$ cat src/design/dtps_pkg.sv
// Shared types, constants and the parameter table for the DDR timing selector.
// Used by every module of ddr_timing_param_select; depends on nothing.
package dtps_pkg;

  // Table geometry
  localparam int ROWS_PER_CONTROLLER = 20;
  localparam int NUM_CONTROLLERS     = 2;
  localparam int SEED_ROWS           = 10;
  localparam int IDX_W               = $clog2(ROWS_PER_CONTROLLER);
  localparam int SEED_IDX_W          = $clog2(SEED_ROWS);

  // Field widths
  localparam int CTRL_W  = 1;
  localparam int RANK_W  = 3;
  localparam int RATE_W  = 12;
  localparam int CLK_W   = 4;
  localparam int CPO_W   = 5;
  localparam int WDD_W   = 3;

  // Fallback rate thresholds in MHz
  localparam logic [RATE_W-1:0] RATE_333 = RATE_W'(333);
  localparam logic [RATE_W-1:0] RATE_400 = RATE_W'(400);
  localparam logic [RATE_W-1:0] RATE_533 = RATE_W'(533);
  localparam logic [RATE_W-1:0] RATE_667 = RATE_W'(667);

  // Fallback CPO codes
  localparam logic [CPO_W-1:0] CPO_LE_333    = CPO_W'(5'h07);
  localparam logic [CPO_W-1:0] CPO_LE_400    = CPO_W'(5'h09);
  localparam logic [CPO_W-1:0] CPO_LE_533    = CPO_W'(5'h0b);
  localparam logic [CPO_W-1:0] CPO_LE_667_C0 = CPO_W'(5'h0a);
  localparam logic [CPO_W-1:0] CPO_LE_667_CN = CPO_W'(5'h0b);
  localparam logic [CPO_W-1:0] CPO_HI_C0     = CPO_W'(5'h0c);
  localparam logic [CPO_W-1:0] CPO_HI_CN     = CPO_W'(5'h0d);

  // Fallback clock adjust and write delay settings
  localparam logic [CLK_W-1:0] CLK_SLOW    = CLK_W'(6);
  localparam logic [CLK_W-1:0] CLK_FAST    = CLK_W'(1);
  localparam logic [WDD_W-1:0] WDD_SLOW    = WDD_W'(3);
  localparam logic [WDD_W-1:0] WDD_FAST_C0 = WDD_W'(5);
  localparam logic [WDD_W-1:0] WDD_FAST_CN = WDD_W'(6);

  // One table row
  typedef struct packed {
    logic [RATE_W-1:0] lo;
    logic [RATE_W-1:0] hi;
    logic [RANK_W-1:0] ranks;
    logic [CLK_W-1:0]  clk;
    logic [CPO_W-1:0]  cpo;
    logic [WDD_W-1:0]  wdd;
    logic              t2;
  } row_t;

  // Selected settings
  typedef struct packed {
    logic [CLK_W-1:0] clk;
    logic [CPO_W-1:0] cpo;
    logic [WDD_W-1:0] wdd;
    logic             t2;
  } setting_t;

  // Sequencer states
  typedef enum logic [1:0] {
    ST_IDLE,
    ST_READ,
    ST_CMP,
    ST_DONE
  } state_t;

  // Fixed rows per controller; rows past these read as zero
  localparam row_t SEED_TABLE [0:1][0:SEED_ROWS-1] = '{
    '{
      '{12'd0,   12'd333, 3'd2, 4'd6, 5'd7,  3'd3, 1'b0},
      '{12'd334, 12'd400, 3'd2, 4'd6, 5'd9,  3'd3, 1'b0},
      '{12'd401, 12'd549, 3'd2, 4'd7, 5'd7,  3'd3, 1'b0},
      '{12'd550, 12'd680, 3'd2, 4'd1, 5'd10, 3'd5, 1'b0},
      '{12'd681, 12'd850, 3'd2, 4'd1, 5'd12, 3'd5, 1'b1},
      '{12'd0,   12'd333, 3'd1, 4'd6, 5'd7,  3'd3, 1'b0},
      '{12'd334, 12'd400, 3'd1, 4'd6, 5'd9,  3'd3, 1'b0},
      '{12'd401, 12'd549, 3'd1, 4'd4, 5'd6,  3'd2, 1'b0},
      '{12'd550, 12'd680, 3'd1, 4'd1, 5'd10, 3'd5, 1'b0},
      '{12'd681, 12'd850, 3'd1, 4'd1, 5'd12, 3'd5, 1'b0}
    },
    '{
      '{12'd0,   12'd333, 3'd2, 4'd6, 5'd7,  3'd3, 1'b0},
      '{12'd334, 12'd400, 3'd2, 4'd6, 5'd9,  3'd3, 1'b0},
      '{12'd401, 12'd549, 3'd1, 4'd4, 5'd6,  3'd2, 1'b0},
      '{12'd550, 12'd680, 3'd2, 4'd1, 5'd11, 3'd6, 1'b0},
      '{12'd681, 12'd850, 3'd2, 4'd1, 5'd13, 3'd6, 1'b1},
      '{12'd0,   12'd333, 3'd1, 4'd6, 5'd7,  3'd3, 1'b0},
      '{12'd334, 12'd400, 3'd1, 4'd6, 5'd9,  3'd3, 1'b0},
      '{12'd401, 12'd549, 3'd1, 4'd1, 5'd11, 3'd3, 1'b0},
      '{12'd550, 12'd680, 3'd1, 4'd1, 5'd11, 3'd6, 1'b0},
      '{12'd681, 12'd850, 3'd1, 4'd1, 5'd13, 3'd6, 1'b0}
    }
  };

  // Look up one row of the parameter table
  function automatic row_t rom_row(input logic [CTRL_W-1:0] ctrl,
                                   input logic [IDX_W-1:0]  idx);
    row_t row;
    row = '0;
    if (int'(idx) < SEED_ROWS) begin
      row = SEED_TABLE[ctrl][idx[SEED_IDX_W-1:0]];
    end
    return row;
  endfunction

endpackage

$ cat src/design/dtps_rom.sv
// Parameter table with a registered read port.
// Depends on dtps_pkg for the row type and table contents.
module dtps_rom (
  input  logic                      clk,
  input  logic                      rd_en,
  input  logic [dtps_pkg::CTRL_W-1:0] rd_ctrl,
  input  logic [dtps_pkg::IDX_W-1:0]  rd_idx,
  output dtps_pkg::row_t            rd_row
);

  dtps_pkg::row_t row_r;

  // Register the addressed row
  always_ff @(posedge clk) begin
    if (rd_en) begin
      row_r <= dtps_pkg::rom_row(rd_ctrl, rd_idx);
    end
  end

  assign rd_row = row_r;

endmodule

$ cat src/design/dtps_match.sv
// Shared compare unit: checks one table row against the rate and rank count.
// Depends on dtps_pkg for the row type.
module dtps_match (
  input  dtps_pkg::row_t                row,
  input  logic [dtps_pkg::RATE_W-1:0]   rate,
  input  logic [dtps_pkg::RANK_W-1:0]   ranks,
  output logic                          hit
);

  // Inclusive range check plus exact rank match
  assign hit = (rate >= row.lo) && (rate <= row.hi) && (ranks == row.ranks);

endmodule

$ cat src/design/dtps_fallback.sv
// Fallback settings used when no table row matches.
// Depends on dtps_pkg for thresholds, codes and the setting type.
module dtps_fallback (
  input  logic [dtps_pkg::CTRL_W-1:0] ctrl,
  input  logic [dtps_pkg::RATE_W-1:0] rate,
  output dtps_pkg::setting_t          setting
);

  logic nonzero_ctrl;

  assign nonzero_ctrl = (ctrl != '0);

  // Pick settings from the rate thresholds
  always_comb begin
    setting.t2  = 1'b1;
    setting.clk = (rate > dtps_pkg::RATE_533) ? dtps_pkg::CLK_FAST : dtps_pkg::CLK_SLOW;
    if (rate <= dtps_pkg::RATE_533) begin
      setting.wdd = dtps_pkg::WDD_SLOW;
    end else begin
      setting.wdd = nonzero_ctrl ? dtps_pkg::WDD_FAST_CN : dtps_pkg::WDD_FAST_C0;
    end
    priority if (rate <= dtps_pkg::RATE_333) begin
      setting.cpo = dtps_pkg::CPO_LE_333;
    end else if (rate <= dtps_pkg::RATE_400) begin
      setting.cpo = dtps_pkg::CPO_LE_400;
    end else if (rate <= dtps_pkg::RATE_533) begin
      setting.cpo = dtps_pkg::CPO_LE_533;
    end else if (rate <= dtps_pkg::RATE_667) begin
      setting.cpo = nonzero_ctrl ? dtps_pkg::CPO_LE_667_CN : dtps_pkg::CPO_LE_667_C0;
    end else begin
      setting.cpo = nonzero_ctrl ? dtps_pkg::CPO_HI_CN : dtps_pkg::CPO_HI_C0;
    end
  end

endmodule

$ cat src/design/ddr_timing_param_select.sv
// Top level of the DDR timing parameter selector: sequencer and output beat.
// Depends on dtps_pkg, dtps_rom, dtps_match and dtps_fallback.
//
// Each input beat walks the chosen controller's 20-row table one row at a time,
// each row a registered table read (ST_READ), then a compare in the shared match
// unit (ST_CMP), stopping at the first row whose rate range holds the rate and
// whose rank count matches. A miss on every row uses the fixed fallback settings
// with table_hit low. From ST_DONE the result moves into the output register
// once that register is empty or out_ready is high. in_ready is high only
// between items; a finished result may wait in the output register while the
// next beat is taken.
module ddr_timing_param_select (
  input  logic                              clk,
  input  logic                              rst_n,
  input  logic                              in_valid,
  output logic                              in_ready,
  input  logic [dtps_pkg::CTRL_W-1:0]       in_controller,
  input  logic [dtps_pkg::RANK_W-1:0]       in_rank_count,
  input  logic [dtps_pkg::RATE_W-1:0]       in_data_rate_mhz,
  output logic                              out_valid,
  input  logic                              out_ready,
  output logic [dtps_pkg::CLK_W-1:0]        out_clock_adjust,
  output logic [dtps_pkg::CPO_W-1:0]        out_cas_to_preamble,
  output logic [dtps_pkg::WDD_W-1:0]        out_write_delay,
  output logic                              out_two_t_enable,
  output logic                              out_table_hit
);

  dtps_pkg::state_t st_r, st_nxt;

  logic [dtps_pkg::CTRL_W-1:0] ctrl_r;
  logic [dtps_pkg::RANK_W-1:0] ranks_r;
  logic [dtps_pkg::RATE_W-1:0] rate_r;
  logic [dtps_pkg::IDX_W-1:0]  idx_r, idx_nxt;
  dtps_pkg::setting_t          res_r, res_nxt;
  logic                        hit_r, hit_nxt;

  dtps_pkg::setting_t          out_set_r;
  logic                        out_hit_r;
  logic                        out_valid_r;

  dtps_pkg::row_t              row;
  dtps_pkg::setting_t          fb_set;
  logic                        row_hit;
  logic                        ctrl_ok;
  logic                        last_row;
  logic                        in_fire;
  logic                        out_load;
  logic                        rd_en;

  assign in_fire  = in_valid && in_ready;
  assign ctrl_ok  = (int'(in_controller) < dtps_pkg::NUM_CONTROLLERS);
  assign last_row = (int'(idx_r) == dtps_pkg::ROWS_PER_CONTROLLER - 1);

  dtps_rom u_rom (
    .clk     (clk),
    .rd_en   (rd_en),
    .rd_ctrl (ctrl_r),
    .rd_idx  (idx_r),
    .rd_row  (row)
  );

  dtps_match u_match (
    .row   (row),
    .rate  (rate_r),
    .ranks (ranks_r),
    .hit   (row_hit)
  );

  dtps_fallback u_fallback (
    .ctrl    (ctrl_r),
    .rate    (rate_r),
    .setting (fb_set)
  );

  // Next state of the row walk
  always_comb begin
    st_nxt = st_r;
    unique case (st_r)
      dtps_pkg::ST_IDLE: begin
        if (in_fire) begin
          st_nxt = ctrl_ok ? dtps_pkg::ST_READ : dtps_pkg::ST_DONE;
        end
      end
      dtps_pkg::ST_READ: st_nxt = dtps_pkg::ST_CMP;
      dtps_pkg::ST_CMP: begin
        if (row_hit || last_row) begin
          st_nxt = dtps_pkg::ST_DONE;
        end else begin
          st_nxt = dtps_pkg::ST_READ;
        end
      end
      dtps_pkg::ST_DONE: begin
        if (out_load) begin
          st_nxt = dtps_pkg::ST_IDLE;
        end
      end
      default: st_nxt = dtps_pkg::ST_IDLE;
    endcase
  end

  // Sequencer outputs: input ready, table read, row index, pending result, output load
  always_comb begin
    in_ready = 1'b0;
    rd_en    = 1'b0;
    out_load = 1'b0;
    idx_nxt  = idx_r;
    res_nxt  = res_r;
    hit_nxt  = hit_r;
    unique case (st_r)
      dtps_pkg::ST_IDLE: begin
        in_ready = 1'b1;
        idx_nxt  = '0;
        hit_nxt  = 1'b0;
      end
      dtps_pkg::ST_READ: rd_en = 1'b1;
      dtps_pkg::ST_CMP: begin
        idx_nxt = idx_r + 1'b1;
        if (row_hit) begin
          res_nxt = '{clk: row.clk, cpo: row.cpo, wdd: row.wdd, t2: row.t2};
          hit_nxt = 1'b1;
        end
      end
      dtps_pkg::ST_DONE: out_load = !out_valid_r || out_ready;
      default: ;
    endcase
  end

  // Control registers
  always_ff @(posedge clk) begin
    if (!rst_n) begin
      st_r        <= dtps_pkg::ST_IDLE;
      out_valid_r <= 1'b0;
      hit_r       <= 1'b0;
    end else begin
      st_r  <= st_nxt;
      hit_r <= hit_nxt;
      if (out_load) begin
        out_valid_r <= 1'b1;
      end else if (out_ready) begin
        out_valid_r <= 1'b0;
      end
    end
  end

  // Capture the input beat and hold the walk's working values
  always_ff @(posedge clk) begin
    if (in_fire) begin
      ctrl_r  <= in_controller;
      ranks_r <= in_rank_count;
      rate_r  <= in_data_rate_mhz;
    end
    idx_r <= idx_nxt;
    res_r <= res_nxt;
  end

  // Load the output beat, table row on a hit, fallback otherwise
  always_ff @(posedge clk) begin
    if (out_load) begin
      out_set_r <= hit_r ? res_r : fb_set;
      out_hit_r <= hit_r;
    end
  end

  assign out_valid           = out_valid_r;
  assign out_clock_adjust    = out_set_r.clk;
  assign out_cas_to_preamble = out_set_r.cpo;
  assign out_write_delay     = out_set_r.wdd;
  assign out_two_t_enable    = out_set_r.t2;
  assign out_table_hit       = out_hit_r;

endmodule
$ cat config.mk
export PLATFORM = sky130hd
export DESIGN_NAME = ddr_timing_param_select
export DESIGN_NICKNAME = d
export VERILOG_FILES = /design/src/design/dtps_pkg.sv /design/src/design/dtps_rom.sv /design/src/design/dtps_match.sv /design/src/design/dtps_fallback.sv /design/src/design/ddr_timing_param_select.sv
export SDC_FILE = /design/constraint.sdc
export NUM_CORES = 1
export LEC_CHECK = 0
export BUFFER_PORTS_ARGS = -buffer_cell sky130_fd_sc_hd__clkbuf_2
export CORE_MARGIN = 3
export CORE_UTILIZATION = 51
export CTS_CLUSTER_DIAMETER = 120
export DETAILED_ROUTE_END_ITERATION = 7
export PLACE_DENSITY_LB_ADDON = 0.12
export SYNTH_ARGS = -nofsm -noshare
export SYNTH_HDL_FRONTEND = slang
export SYNTH_SLANG_ARGS = --single-unit
$ cat constraint.sdc
create_clock -name clk -period 2.68 [get_ports clk]
set_input_delay 0.804 -clock clk [delete_from_list [all_inputs] [get_ports clk]]
set_output_delay 0.804 -clock clk [all_outputs]
set_load 0.02 [all_outputs]
# After elaboration in Yosys (flattened, before gate mapping)
# Index checks and enable logic that the tools add are counted.
# classes
magnitude_cmp,10
n_mux,28
n_reduce_logical,12
n_bitwise,2
add_sub_neg,1
n_eq_ne,8
# ops
cell,n
$mux 400,2
$mux 295,1
$bmux 40 s4,1
$mux 40,2
$le 12x10->1 const B,2
$le 12x9->1 const B,2
$mux 5,4
$mux 13,1
$ge 12x12->1,1
$gt 12x10->1 const B,1
$le 12x12->1,1
$pmux 5 s2,1
$mux 1,8
$mux 2,4
$pmux 2 s4,1
$mux 3,2
$ne 2x2->1 const B,3
$reduce_and 2->1,3
$add 5x1->5 const B,1
$eq 5x5->1 const B,1
$ge 5x5->1 const B,1
$lt 5x4->1 const B,1
$not 4->5,1
$eq 2x2->1 const B,2
other kinds (10),14
# word_totals
input_bits,20
out_inout_bits,16
register_bits,92
wordCells,84

# Longest topological paths before layout
# Gate-level depths: netlist (run 1).
# depth
word_depth,7
depth_mapped,7
ltp_nobuf,7

# By module
# Synthesis (run 1) repeated with hierarchy kept, for this count alone.
# unflattened
cells_unflattened,374
hier_area_um2,4385.5
# modules_own_cells
mod,area_per_inst_um2,cells_each,instances,seq_area_each_um2
ddr_timing_param_select,1913.1,102,1,1521.5
dtps_rom,1625.3,150,1,780.7
dtps_match,626.9,87,1,0.0
dtps_fallback,220.2,35,1,0.0

# Worst setup path after synthesis (run 1)
# No wires, ideal clock.
# synth_path
path_type,register -> register
from,register rate_r[9] in the netlist's numbering
to,"register res_r[0] in the netlist's numbering, enable pin"
setup_ns,0.393
arrival_time_ns,2.257
path_stages_with_launch,6
path_slack_ns,0.030
period_less_slack_ns,2.650
cell_sequence,edfxtp_1 ha_1 nand3_1 or3_1 o22a_1 nor3_1
# synth_between
elab_chain_len,4
word_cells_on_any_way,5
classes_between,order compare: 2; reduce/logical: 3
# synth_rtl
item,line,text
start: declaration,ddr_timing_param_select.sv:33,logic [dtps_pkg::RATE_W-1:0] rate_r;
start signal: assignment,ddr_timing_param_select.sv:151,rate_r <= in_data_rate_mhz;
$ge 12x12->1 / $le 12x12->1 (equally long branches),dtps_match.sv:11,assign hit = (rate >= row.lo) && (rate <= row.hi) && (ranks == row.ranks);
$logic_and 1x1->1 * (2 in a row),dtps_match.sv:11,
$reduce_and 2->1 (no line) *,-,
end signal: assignment,ddr_timing_param_select.sv:154,res_r <= res_nxt;
end: declaration,ddr_timing_param_select.sv:35,"dtps_pkg::setting_t res_r, res_nxt;"
# Every way passes the cells marked *; elsewhere a longest branch is shown, timed or not.
# A chain may end at the register's enable or synchronous reset.

# Worst setup path after layout (run 1)
# layout_path
from,register rate_r[9] in the netlist's numbering
to,"register res_r[4] in the netlist's numbering, enable pin"
# The elaborated chain is that of the path after synthesis.

==> results of run 1 <==
## layer usage
| layer | vias up | track usage [%] |
|---|---|---|
| li1 | 1292 | - |
| met1 | 1179 | 26.6 |
| met2 | 77 | 26.9 |
| met3 | 11 | 3.98 |
| met4 | 0 | 6.68 |
| met5 | - | 0 |
## layout make-up
| cell class | count | area, um^2 |
|---|---|---|
| Timing Repair Buffer | 42 | 233 |
| Fill cell | 570 | 2700 |
| Tap cell | 96 | 120 |
| Inverter | 27 | 101 |
| Multi-Input combinational cell | 218 | 1480 |
| Clock inverter | 7 | 82.6 |
| Clock buffer | 9 | 124 |
| Sequential cell | 74 | 2180 |
## logic make-up (layout without fill, tap and decap cells)
family,count (synthesis),after routing
buffers and inverters,42,85
xor gates and xnor gates,5,5
AOI/OAI and AO/OA,80,80
and+or+nand+nor,95,95
DFF,74,74
other,1,2
muxes,2,2
adders and majority gates,34,34
## state kept, by name, summed over array words and instances, names as in the netlist
register             cells
u_rom.rd_row            26
rate_r                  12
res_r                   11
idx_r                    5
out_cas_to_preamble      4
out_clock_adjust         3
out_write_delay          3
ranks_r                  3
st_r                     2
ctrl_r                   1
hit_r                    1
out_table_hit            1
out_two_t_enable         1
out_valid                1
## stage by stage
step	power, mW	util, %
final	2.64	61.6
after global routing	2.77	61.6
after CTS	2.66	61.6
after detailed placement	1.78	58.7
after global placement	1.77	58.7
after floorplan	1.66	-
## Yosys cell counts (4+ instances only)
cell | instances | area [um^2]
inv_1 | 23 | 86.3
a21oi_1 | 29 | 145
nor2_1 | 37 | 139
a21o_1 | 7 | 52.6
xor2_1 | 5 | 43.8
o21ai_1 | 7 | 35.0
nor3_1 | 5 | 25.0
nand2_1 | 22 | 82.6
nand3_1 | 4 | 20.0
a31oi_1 | 4 | 25.0
edfxtp_1 | 70 | 2100
o22a_1 | 4 | 35.0
clkbuf_1 | 13 | 48.8
dfxtp_1 | 4 | 80.1
ha_1 | 33 | 413
nand2b_1 | 6 | 37.5
## power by group through the flow
stage / sequential, mW / combinational, mW / clock, mW
4_1_cts: 1.40 / 0.356 / 0.910
3_5_place_dp: 1.42 / 0.352 / 0
3_3_place_gp: 1.42 / 0.351 / 0
6_report: 1.40 / 0.356 / 0.888
2_1_floorplan: 1.40 / 0.263 / 0
5_1_grt: 1.41 / 0.406 / 0.955
## worst paths after layout
kind / to / slack, ns / depth (start not counted)
worst max-delay path: res_r[4] / 0.38 / 6
worst min-delay path: res_r[0] / 0.41 / 0
worst max register to register: res_r[4] / 0.38 / 6
worst min register to register: res_r[0] / 0.41 / 0
## critical path, cell delays in order (launching register included)
cell	delay (ns)
edfxtp_1	0.52
ha_1	0.38
a2111oi_0	0.44
o221ai_1	0.20
a21oi_1	0.24
nor3_1	0.08
buf_4	0.18
==> flow_metrics.py, run 1 <==
metrics = {
    "drt": {
        "first_pass_iters": 4,
        "postRouteAntennaNets": 0,
        "viasPerCell": 5.41,
        "wl_per_cell_um": 15.6,
        "route.met3.wl_um": 373,
        "dr_wl_met2_um": 3280,
        "wl_met1_um": 3600,
        "finalWirelength_um": 7390,
        "num_vias": 2559,
        "topRoutingLayerUsed": "met4",
        "drtIter0Drc": 118,
        "drcViolationCount": 0,
    },
    "synthesis": {
        "syn_inst": 333,
        "syn-cell-area_um2": 3820,
        "ys_warn_count": 0,
        "synth_mux_area_share_pct": 0.524,
        "syn_avg_cell_area_um2": 11.5,
        "synth_cell_types": 54,
        "ys_ff_latch": 74,
        "synth_xor_xnor_area_share_pct": 1.15,
        "ys_seq_area_share_pct": 57.1,
        "synth_ff_type": "edfxtp_1",
        "yosys.area_share.simple_pct": 11.8,
        "synth-compound-area-share_pct": 14.0,
        "async_flop_share_pct": 0,
        "synth_top_family_by_area": "compound AO/OA/AOI/OAI gates",
        "synth_edf_count": 70,
        "synthAdderAreaFrac_pct": 11.1,
    },
    "power": {
        "switching_share_pct": 26.9,
        "p_leak_nw": 1.72,
        "ir_drop_uv": 367,
        "powerDensity_nw_per_um2": 611,
        "sequentialPowerShare_pct": 52.9,
        "pwr-share-comb_pct": 13.5,
        "intPower_mw": 1.93,
        "power.switching_uw": 710,
        "clockPowerShare_pct": 33.6,
    },
    "placed_design": {
        "dp.cells": 457,
        "gp_congestion": 0.862,
        "portBuffers": 33,
        "place_area_um2": 4120,
        "detailedPlace.worstSlack_ns": 0.408,
        "hpwl_um": 5470,
    },
    "timing": {
        "hold_viol_final": 0,
        "setup_ws_ns": 0.385,
        "finalMaxSlewViolations": 0,
        "rsz0062_at_grt": "false",
        "tns_ns": 0,
        "setup_viol": 0,
        "worst_slew_pin_slew_ns": 0.858,
        "fin_worst_skew_ns": 0.0137,
        "whs_ns": 0.415,
        "period_share_pct": 85.6,
        "maxSlewHeadroom_pct": 42.8,
        "clock.fmax_mhz": 436,
        "min_period_ns": 2.30,
    },
    "cts": {
        "clockBufferDepth": 2,
        "cts_resized": 0,
        "cts-buffers-inserted": 9,
        "clkSinkCount": 74,
        "cts_tree": "yes",
        "insertion_delay_ns": 0.34,
        "ctsHoldBuffers": 0,
        "post-cts-setup-buffers": 0,
        "htree_levels": 3,
        "clkTransAtPathRegs_ns": 0.08,
        "cts_root_buffer": "clkbuf_8",
    },
    "die": {
        "num_io_pins": 36,
        "num_rows": 30,
        "core-area_um2": 7020,
        "die_h_um": 92.6,
        "die_x_um": 92.6,
        "dieArea_um2": 8570,
        "start_util_pct": 54.5,
    },
    "finish": {
        "drive_gt1_share_pct": 17.8,
        "mostFrequentLayoutCell": "edfxtp_1",
        "n_antenna_cell": 0,
        "final_area_um2": 4320,
        "layoutNonFillerInstCount": 473,
        "area_growth_pct": 13.1,
        "layout.nets": 425,
        "final_cell_mix": "edfxtp_1, nor2_1, ha_1, clkbuf_2, a21oi_1",
    },
    "setup_path": {
        "cp-start-kind": "register",
        "crit_arrival_ns": 2.39,
        "crit_start": "rate_r[9]",
        "cp.required_ns": 2.78,
        "critPathKind": "register to register",
        "r2r_start": "rate_r[9]",
        "cp_max_fo": 11,
        "worstSetupEndpointType": "register",
    },
    "grt": {
        "grt_pass1_vias": 2397,
        "grt_remaining_overflow": 0,
        "grt_pass1_wl_um": 12000,
        "grt_start_max_net_pins": 29,
        "antenna_found_initial": 0,
        "grt_usage_pct": 18.3,
    },
    "run_status": {
        "status": "finished clean",
    },
    "job": {
        "maxCapViolations": 0,
    },
    "min_path": {
        "min-delay-start": "u_rom.rd_row[0]",
        "hold_class": "register to register",
    },
}
Note: power is estimated with default switching activity, not from simulation.
==> run 2: changes to the inputs <==
--- a/config.mk
+++ b/config.mk
@@ -10,6 +10,7 @@
 export CORE_UTILIZATION = 51
 export CTS_CLUSTER_DIAMETER = 120
 export DETAILED_ROUTE_END_ITERATION = 7
+export GPL_ROUTABILITY_DRIVEN = 0
 export PLACE_DENSITY_LB_ADDON = 0.12
 export SYNTH_ARGS = -nofsm -noshare
 export SYNTH_HDL_FRONTEND = slang
==> constraint.sdc (replaced) <==
create_clock -name clk -period 2.2 [get_ports clk]
set_input_delay 0.66 -clock clk [delete_from_list [all_inputs] [get_ports clk]]
set_output_delay 0.66 -clock clk [all_outputs]
set_load 0.02 [all_outputs]
==> run 2 against run 1 <==
First-iteration DRC count grew 20%. Maximum frequency increased by 9.6%. Non-clock buffer count up 18. Global-route usage hardly changed. Critical endpoint is now res_r[2].
==> flow_metrics.py, run 2 (synthesis gave the netlist of run 1 again) <==
metrics = {
    "run_status": {
        "status": "finished clean",
    },
    "setup_path": {
        "cpMaxStageDelayCell": "edfxtp_1",
        "crit_arrival_ns": 2.15,
        "cp-start-kind": "register",
        "cp_max_fo": 11,
        "critPathKind": "register to register",
        "cp.required_ns": 2.26,
        "critPathMaxStageDelay_ns": 0.41,
        "cp_cell_sequence": "ha_1 > a21o_1 > a211oi_1 > o31ai_1 > o22a_1 > nor3_4 > buf_12",
        "worstSetupEndpointType": "register",
    },
    "die": {
        "num_io_pins": 36,
        "die_h_um": 92.6,
        "num_rows": 30,
        "start_util_pct": 54.5,
        "die_x_um": 92.6,
        "core-area_um2": 7020,
        "dieArea_um2": 8570,
    },
    "cts": {
        "clockBufferDepth": 2,
        "htree_levels": 3,
        "cts_root_buffer": "clkbuf_8",
        "ctsHoldBuffers": 0,
        "cts_tree": "yes",
        "clkSinkCount": 74,
        "insertion_delay_ns": 0.34,
        "cts-buffers-inserted": 9,
        "clkTransAtPathRegs_ns": 0.08,
    },
    "drt": {
        "num_vias": 2646,
        "postRouteAntennaNets": 0,
        "finalWirelength_um": 7500,
        "wl_per_cell_um": 15.3,
        "drcViolationCount": 0,
        "viasPerCell": 5.39,
        "drtIter0Drc": 142,
        "first_pass_iters": 4,
    },
    "power": {
        "ir_drop_uv": 382,
        "power.switching_uw": 832,
        "sequentialPowerShare_pct": 52.5,
        "powerDensity_nw_per_um2": 709,
        "switching_share_pct": 26.0,
        "clockPowerShare_pct": 31.8,
        "intPower_mw": 2.36,
        "pwr-share-comb_pct": 15.7,
        "p_leak_nw": 1.81,
    },
    "finish": {
        "largest_register_ffs": 26,
        "mostFrequentLayoutCell": "edfxtp_1",
        "drive_gt1_share_pct": 22.5,
        "layout.nets": 443,
        "final_cell_mix": "edfxtp_1, nor2_1, clkbuf_2",
        "fin_util_pct": 64.2,
        "area_growth_pct": 17.9,
        "n_antenna_cell": 0,
        "final_area_um2": 4510,
    },
    "grt": {
        "grt_pass1_vias": 2427,
        "grt_start_max_net_pins": 27,
        "grt_usage_pct": 18.3,
        "antenna_found_initial": 0,
        "grt_pass1_wl_um": 12000,
        "grt_remaining_overflow": 0,
    },
    "placed_design": {
        "portBuffers": 33,
        "hpwl_um": 5560,
        "place_area_um2": 4240,
    },
    "timing": {
        "period_share_pct": 95.2,
        "clock.fmax_mhz": 477,
        "finalMaxSlewViolations": 0,
        "min_period_ns": 2.09,
        "setup_viol": 0,
        "fin_worst_skew_ns": 0.0101,
        "hold_viol_final": 0,
    },
    "min_path": {
        "hold_class": "register to register",
    },
    "job": {
        "maxCapViolations": 0,
    },
}
[run 2: cell count changes in the layout (fill, tap and decap cells not counted), sizes merged]
cell and delta:
buf +18, clkbuf +1, clkinv +4, clkinvlp -1, inv -4
[run 2: path summary, 6_finish.rpt]
check / from / endpoint / slack (ns) / depth (start not counted)
max: rate_r[8] / res_r[2] / 0.11 / 7
min reg2reg: u_rom.rd_row[6] / res_r[6] / 0.42 / 0
max reg2reg: rate_r[8] / res_r[2] / 0.11 / 7
min: u_rom.rd_row[6] / res_r[6] / 0.42 / 0
[run 2: layout make-up]
class | instances | area, um^2
clock buffers | 10 | 128
clock inverters | 6 | 67.6
fillers | 563 | 2510
inverters | 27 | 101
multi-input cells | 218 | 1530
flip-flops and latches | 74 | 2180
well taps | 96 | 120
repair buffers | 60 | 380
[run 2: through the flow]
stage                     hold slack, ns  setup WS [ns]  power (mW)  setup TNS [ns]  instances
after global placement             0.403        0.00844        2.18               0        472
after CTS                          0.423         0.0489        3.22               0        489
after detailed placement           0.405        -0.0592        2.19          -0.647        472
after floorplan                    0.400         0.0352        2.03               0        334
after global routing               0.429       -0.00868        3.36         -0.0653        491
final                              0.419          0.105        3.20               0        491
[run 2: timing repair]
action                     4_1_cts  5_1_grt
resized for setup                1        6
setup endpoints to repair       11       14
pin swaps                        1        2
buffers inserted                 1        2
[run 2: power groups by stage]
stage / Clock (mW) / Sequential, mW / Combinational (mW)
after CTS: 1.05 / 1.68 / 0.489
final: 1.02 / 1.68 / 0.502
after global placement: 0 / 1.71 / 0.474
after floorplan: 0 / 1.71 / 0.322
after global routing: 1.11 / 1.69 / 0.566
after detailed placement: 0 / 1.71 / 0.484
[run 2: layer usage]
metal	track usage (%)	up-vias	share of wire (%)
met3	5.69	12	6.6
met2	27.6	98	45
met4	6.19	0	1.8
met5	0	-	0
li1	-	1328	-
met1	25.2	1208	46
[run 2: worst max-delay path, delay by kind of cell, from the launching register on]
| kind | cells | cell delay (ns) |
|---|---|---|
| DFF | 1 | 0.41 |
| AOI/OAI and AO/OA | 4 | 0.75 |
| buffers and inverters | 1 | 0.16 |
| adders and majority gates | 1 | 0.33 |
| and+or+nand+nor | 1 | 0.17 |
==> run 3: changes to the inputs <==
--- a/config.mk
+++ b/config.mk
@@ -11,7 +11,7 @@
 export CTS_CLUSTER_DIAMETER = 120
 export DETAILED_ROUTE_END_ITERATION = 7
 export GPL_ROUTABILITY_DRIVEN = 0
-export PLACE_DENSITY_LB_ADDON = 0.12
+export PLACE_DENSITY_LB_ADDON = 0.08
 export SYNTH_ARGS = -nofsm -noshare
 export SYNTH_HDL_FRONTEND = slang
 export SYNTH_SLANG_ARGS = --single-unit
==> run 3 against run 2 <==
First-iteration DRC count decreased by 19%. Clock power fell by 8%. Sequential power is essentially flat. Via count rose by 0.34%. Clock skew down 0.00064 ns. Maximum frequency shrank 0.98%. Flip-flop and latch count did not move. Wire length grew 0.49%. Setup slack got worse by 0.021 ns. Die area stayed put. Design area down 0.97%. Register-to-register slack worse by 0.02 ns. Largest power group unchanged.
==> flow_metrics.py, run 3 (synthesis gave the netlist of run 1 again) <==
metrics = {
    "power": {
        "power_mw": 3.11,
        "switching_share_pct": 26.6,
        "ir_drop_uv": 421,
        "pwr-share-comb_pct": 15.6,
        "sequentialPowerShare_pct": 54.3,
        "intPower_mw": 2.28,
        "clockPowerShare_pct": 30.1,
        "power.switching_uw": 829,
        "powerDensity_nw_per_um2": 697,
        "p_leak_nw": 1.79,
    },
    "drt": {
        "num_vias": 2655,
        "first_pass_iters": 4,
        "drtIter0Drc": 115,
        "finalWirelength_um": 7530,
        "viasPerCell": 5.44,
        "postRouteAntennaNets": 0,
        "drcViolationCount": 0,
        "wl_per_cell_um": 15.4,
    },
    "timing": {
        "tns_ns": 0,
        "hold_viol_final": 0,
        "rsz0062_at_grt": "false",
        "worst_slew_pin_slew_ns": 0.557,
        "period_share_pct": 96.2,
        "maxSlewHeadroom_pct": 62.9,
        "finalMaxSlewViolations": 0,
        "fin_worst_skew_ns": 0.00944,
        "min_period_ns": 2.12,
        "setup_ws_ns": 0.0847,
        "clock.fmax_mhz": 473,
        "setup_viol": 0,
    },
    "min_path": {
        "hold_class": "register to register",
    },
    "setup_path": {
        "cp.depth": 6,
        "rr_worst_depth": 6,
        "cp.required_ns": 2.30,
        "endpoint": "res_r[0]",
        "critPathKind": "register to register",
        "r2r_start": "rate_r[9]",
        "cp-start-kind": "register",
        "r2r-end": "res_r[0]",
        "cpMaxStageDelayCell": "a2111oi_0",
        "critPathMaxStageDelay_ns": 0.45,
        "crit_arrival_ns": 2.22,
        "ff2ff_setup_slack_ns": 0.08,
        "critPathTopFamily": "compound AO/OA/AOI/OAI gates",
        "cp_max_fo": 11,
        "worstSetupEndpointType": "register",
        "cp_cell_sequence": "ha_1 > a2111oi_0 > o221ai_1 > a21oi_2 > nor3_4 > buf_12",
        "crit_start": "rate_r[9]",
        "cp.buffers_inverters": 1,
    },
    "grt": {
        "grt_pass1_vias": 2369,
        "grt_pass1_wl_um": 11800,
        "grt_remaining_overflow": 0,
        "grt_start_max_net_pins": 19,
        "antenna_found_initial": 0,
        "grt_usage_pct": 18.1,
    },
    "finish": {
        "final_cell_mix": "edfxtp_1, nor2_1, ha_1, clkbuf_2, a21oi_1",
        "mostFrequentLayoutCell": "edfxtp_1",
        "layout.nets": 440,
        "area_growth_pct": 16.8,
        "fillers": 576,
        "n_antenna_cell": 0,
        "largest_register_ffs": 26,
        "drive_gt1_share_pct": 21.2,
        "final_area_um2": 4460,
        "fin_util_pct": 63.6,
    },
    "die": {
        "num_io_pins": 36,
        "core-area_um2": 7020,
        "num_rows": 30,
        "die_h_um": 92.6,
        "die_x_um": 92.6,
        "start_util_pct": 54.5,
        "dieArea_um2": 8570,
    },
    "cts": {
        "clkTransAtPathRegs_ns": 0.08,
        "insertion_delay_ns": 0.34,
        "cts-buffers-inserted": 9,
        "clockBufferDepth": 2,
        "clkSinkCount": 74,
        "htree_levels": 3,
        "cts_root_buffer": "clkbuf_8",
        "cts_tree": "yes",
    },
    "placed_design": {
        "place_area_um2": 4260,
        "hpwl_um": 5560,
        "portBuffers": 33,
        "detailedPlace.worstSlack_ns": 0.0723,
    },
    "job": {
        "maxCapViolations": 0,
    },
    "run_status": {
        "status": "finished clean",
    },
}
run 3: cell count changes in the layout (fill, tap and decap cells not counted), sizes merged:
| cell | before | now |
|---|---|---|
| buf | 27 | 24 |
| bufinv | 1 | 0 |
| clkbuf | 43 | 44 |
| clkinv | 5 | 2 |
| clkinvlp | 1 | 2 |
| inv | 26 | 28 |
run 3: through the flow:
step / hold WS (ns) / instances
after global routing: 0.426 / 488
final: 0.418 / 488
after CTS: 0.421 / 485
after floorplan: 0.400 / 334
after detailed placement: 0.405 / 469
after global placement: 0.405 / 469
run 3: cell type report:
class                   count  area (um^2)  share of cell area [%]
well taps                  96          120                    2.69
inverters                  27          101                    2.27
flip-flops and latches     74         2180                    48.9
multi-input cells         218         1500                    33.6
clock buffers              11          141                    3.17
clock inverters             5         37.5                   0.841
repair buffers             57          383                    8.58
run 3: worst reg2reg max path, stage by stage (launching register included):
cell and delay, ns:
edfxtp_1 0.42, ha_1 0.35, a2111oi_0 0.45, o221ai_1 0.23
a21oi_2 0.21, nor3_4 0.07, buf_12 0.14
run 3: power by group through the flow:
stage / sequential [mW] / clock (mW) / combinational [mW]
after floorplan: 1.71 / 0 / 0.322
after CTS: 1.69 / 0.969 / 0.478
after global routing: 1.70 / 1.02 / 0.545
after global placement: 1.72 / 0 / 0.467
after detailed placement: 1.72 / 0 / 0.474
final: 1.69 / 0.938 / 0.486
run 3: repair_timing:
item	4_1_cts	5_1_grt
hold buffers	0	0
buffers inserted	0	3
endpoints found under the setup margin	0	13
resized for setup	0	2
run 3: worst min-delay path by stage:
stage,from,endpoint,slack (ns),cells past startpoint
3_5_place_dp,u_rom.rd_row[10],res_r[10],0.40,0
6_report,u_rom.rd_row[10],res_r[10],0.42,0
2_1_floorplan,u_rom.rd_row[0],res_r[0],0.40,0
4_1_cts,u_rom.rd_row[5],res_r[5],0.42,0
5_1_grt,u_rom.rd_row[10],res_r[10],0.43,0
3_3_place_gp,u_rom.rd_row[7],res_r[7],0.40,0
run 3: per-layer routing:
metal / share of wire [%] / GRT usage, % / vias to the layer above
met4: 1.6 / 7.92 / 0
met1: 48 / 25.3 / 1245
met5: 0 / 0 / -
met2: 46 / 27.4 / 74
li1: - / - / 1325
met3: 4.6 / 3.82 / 11
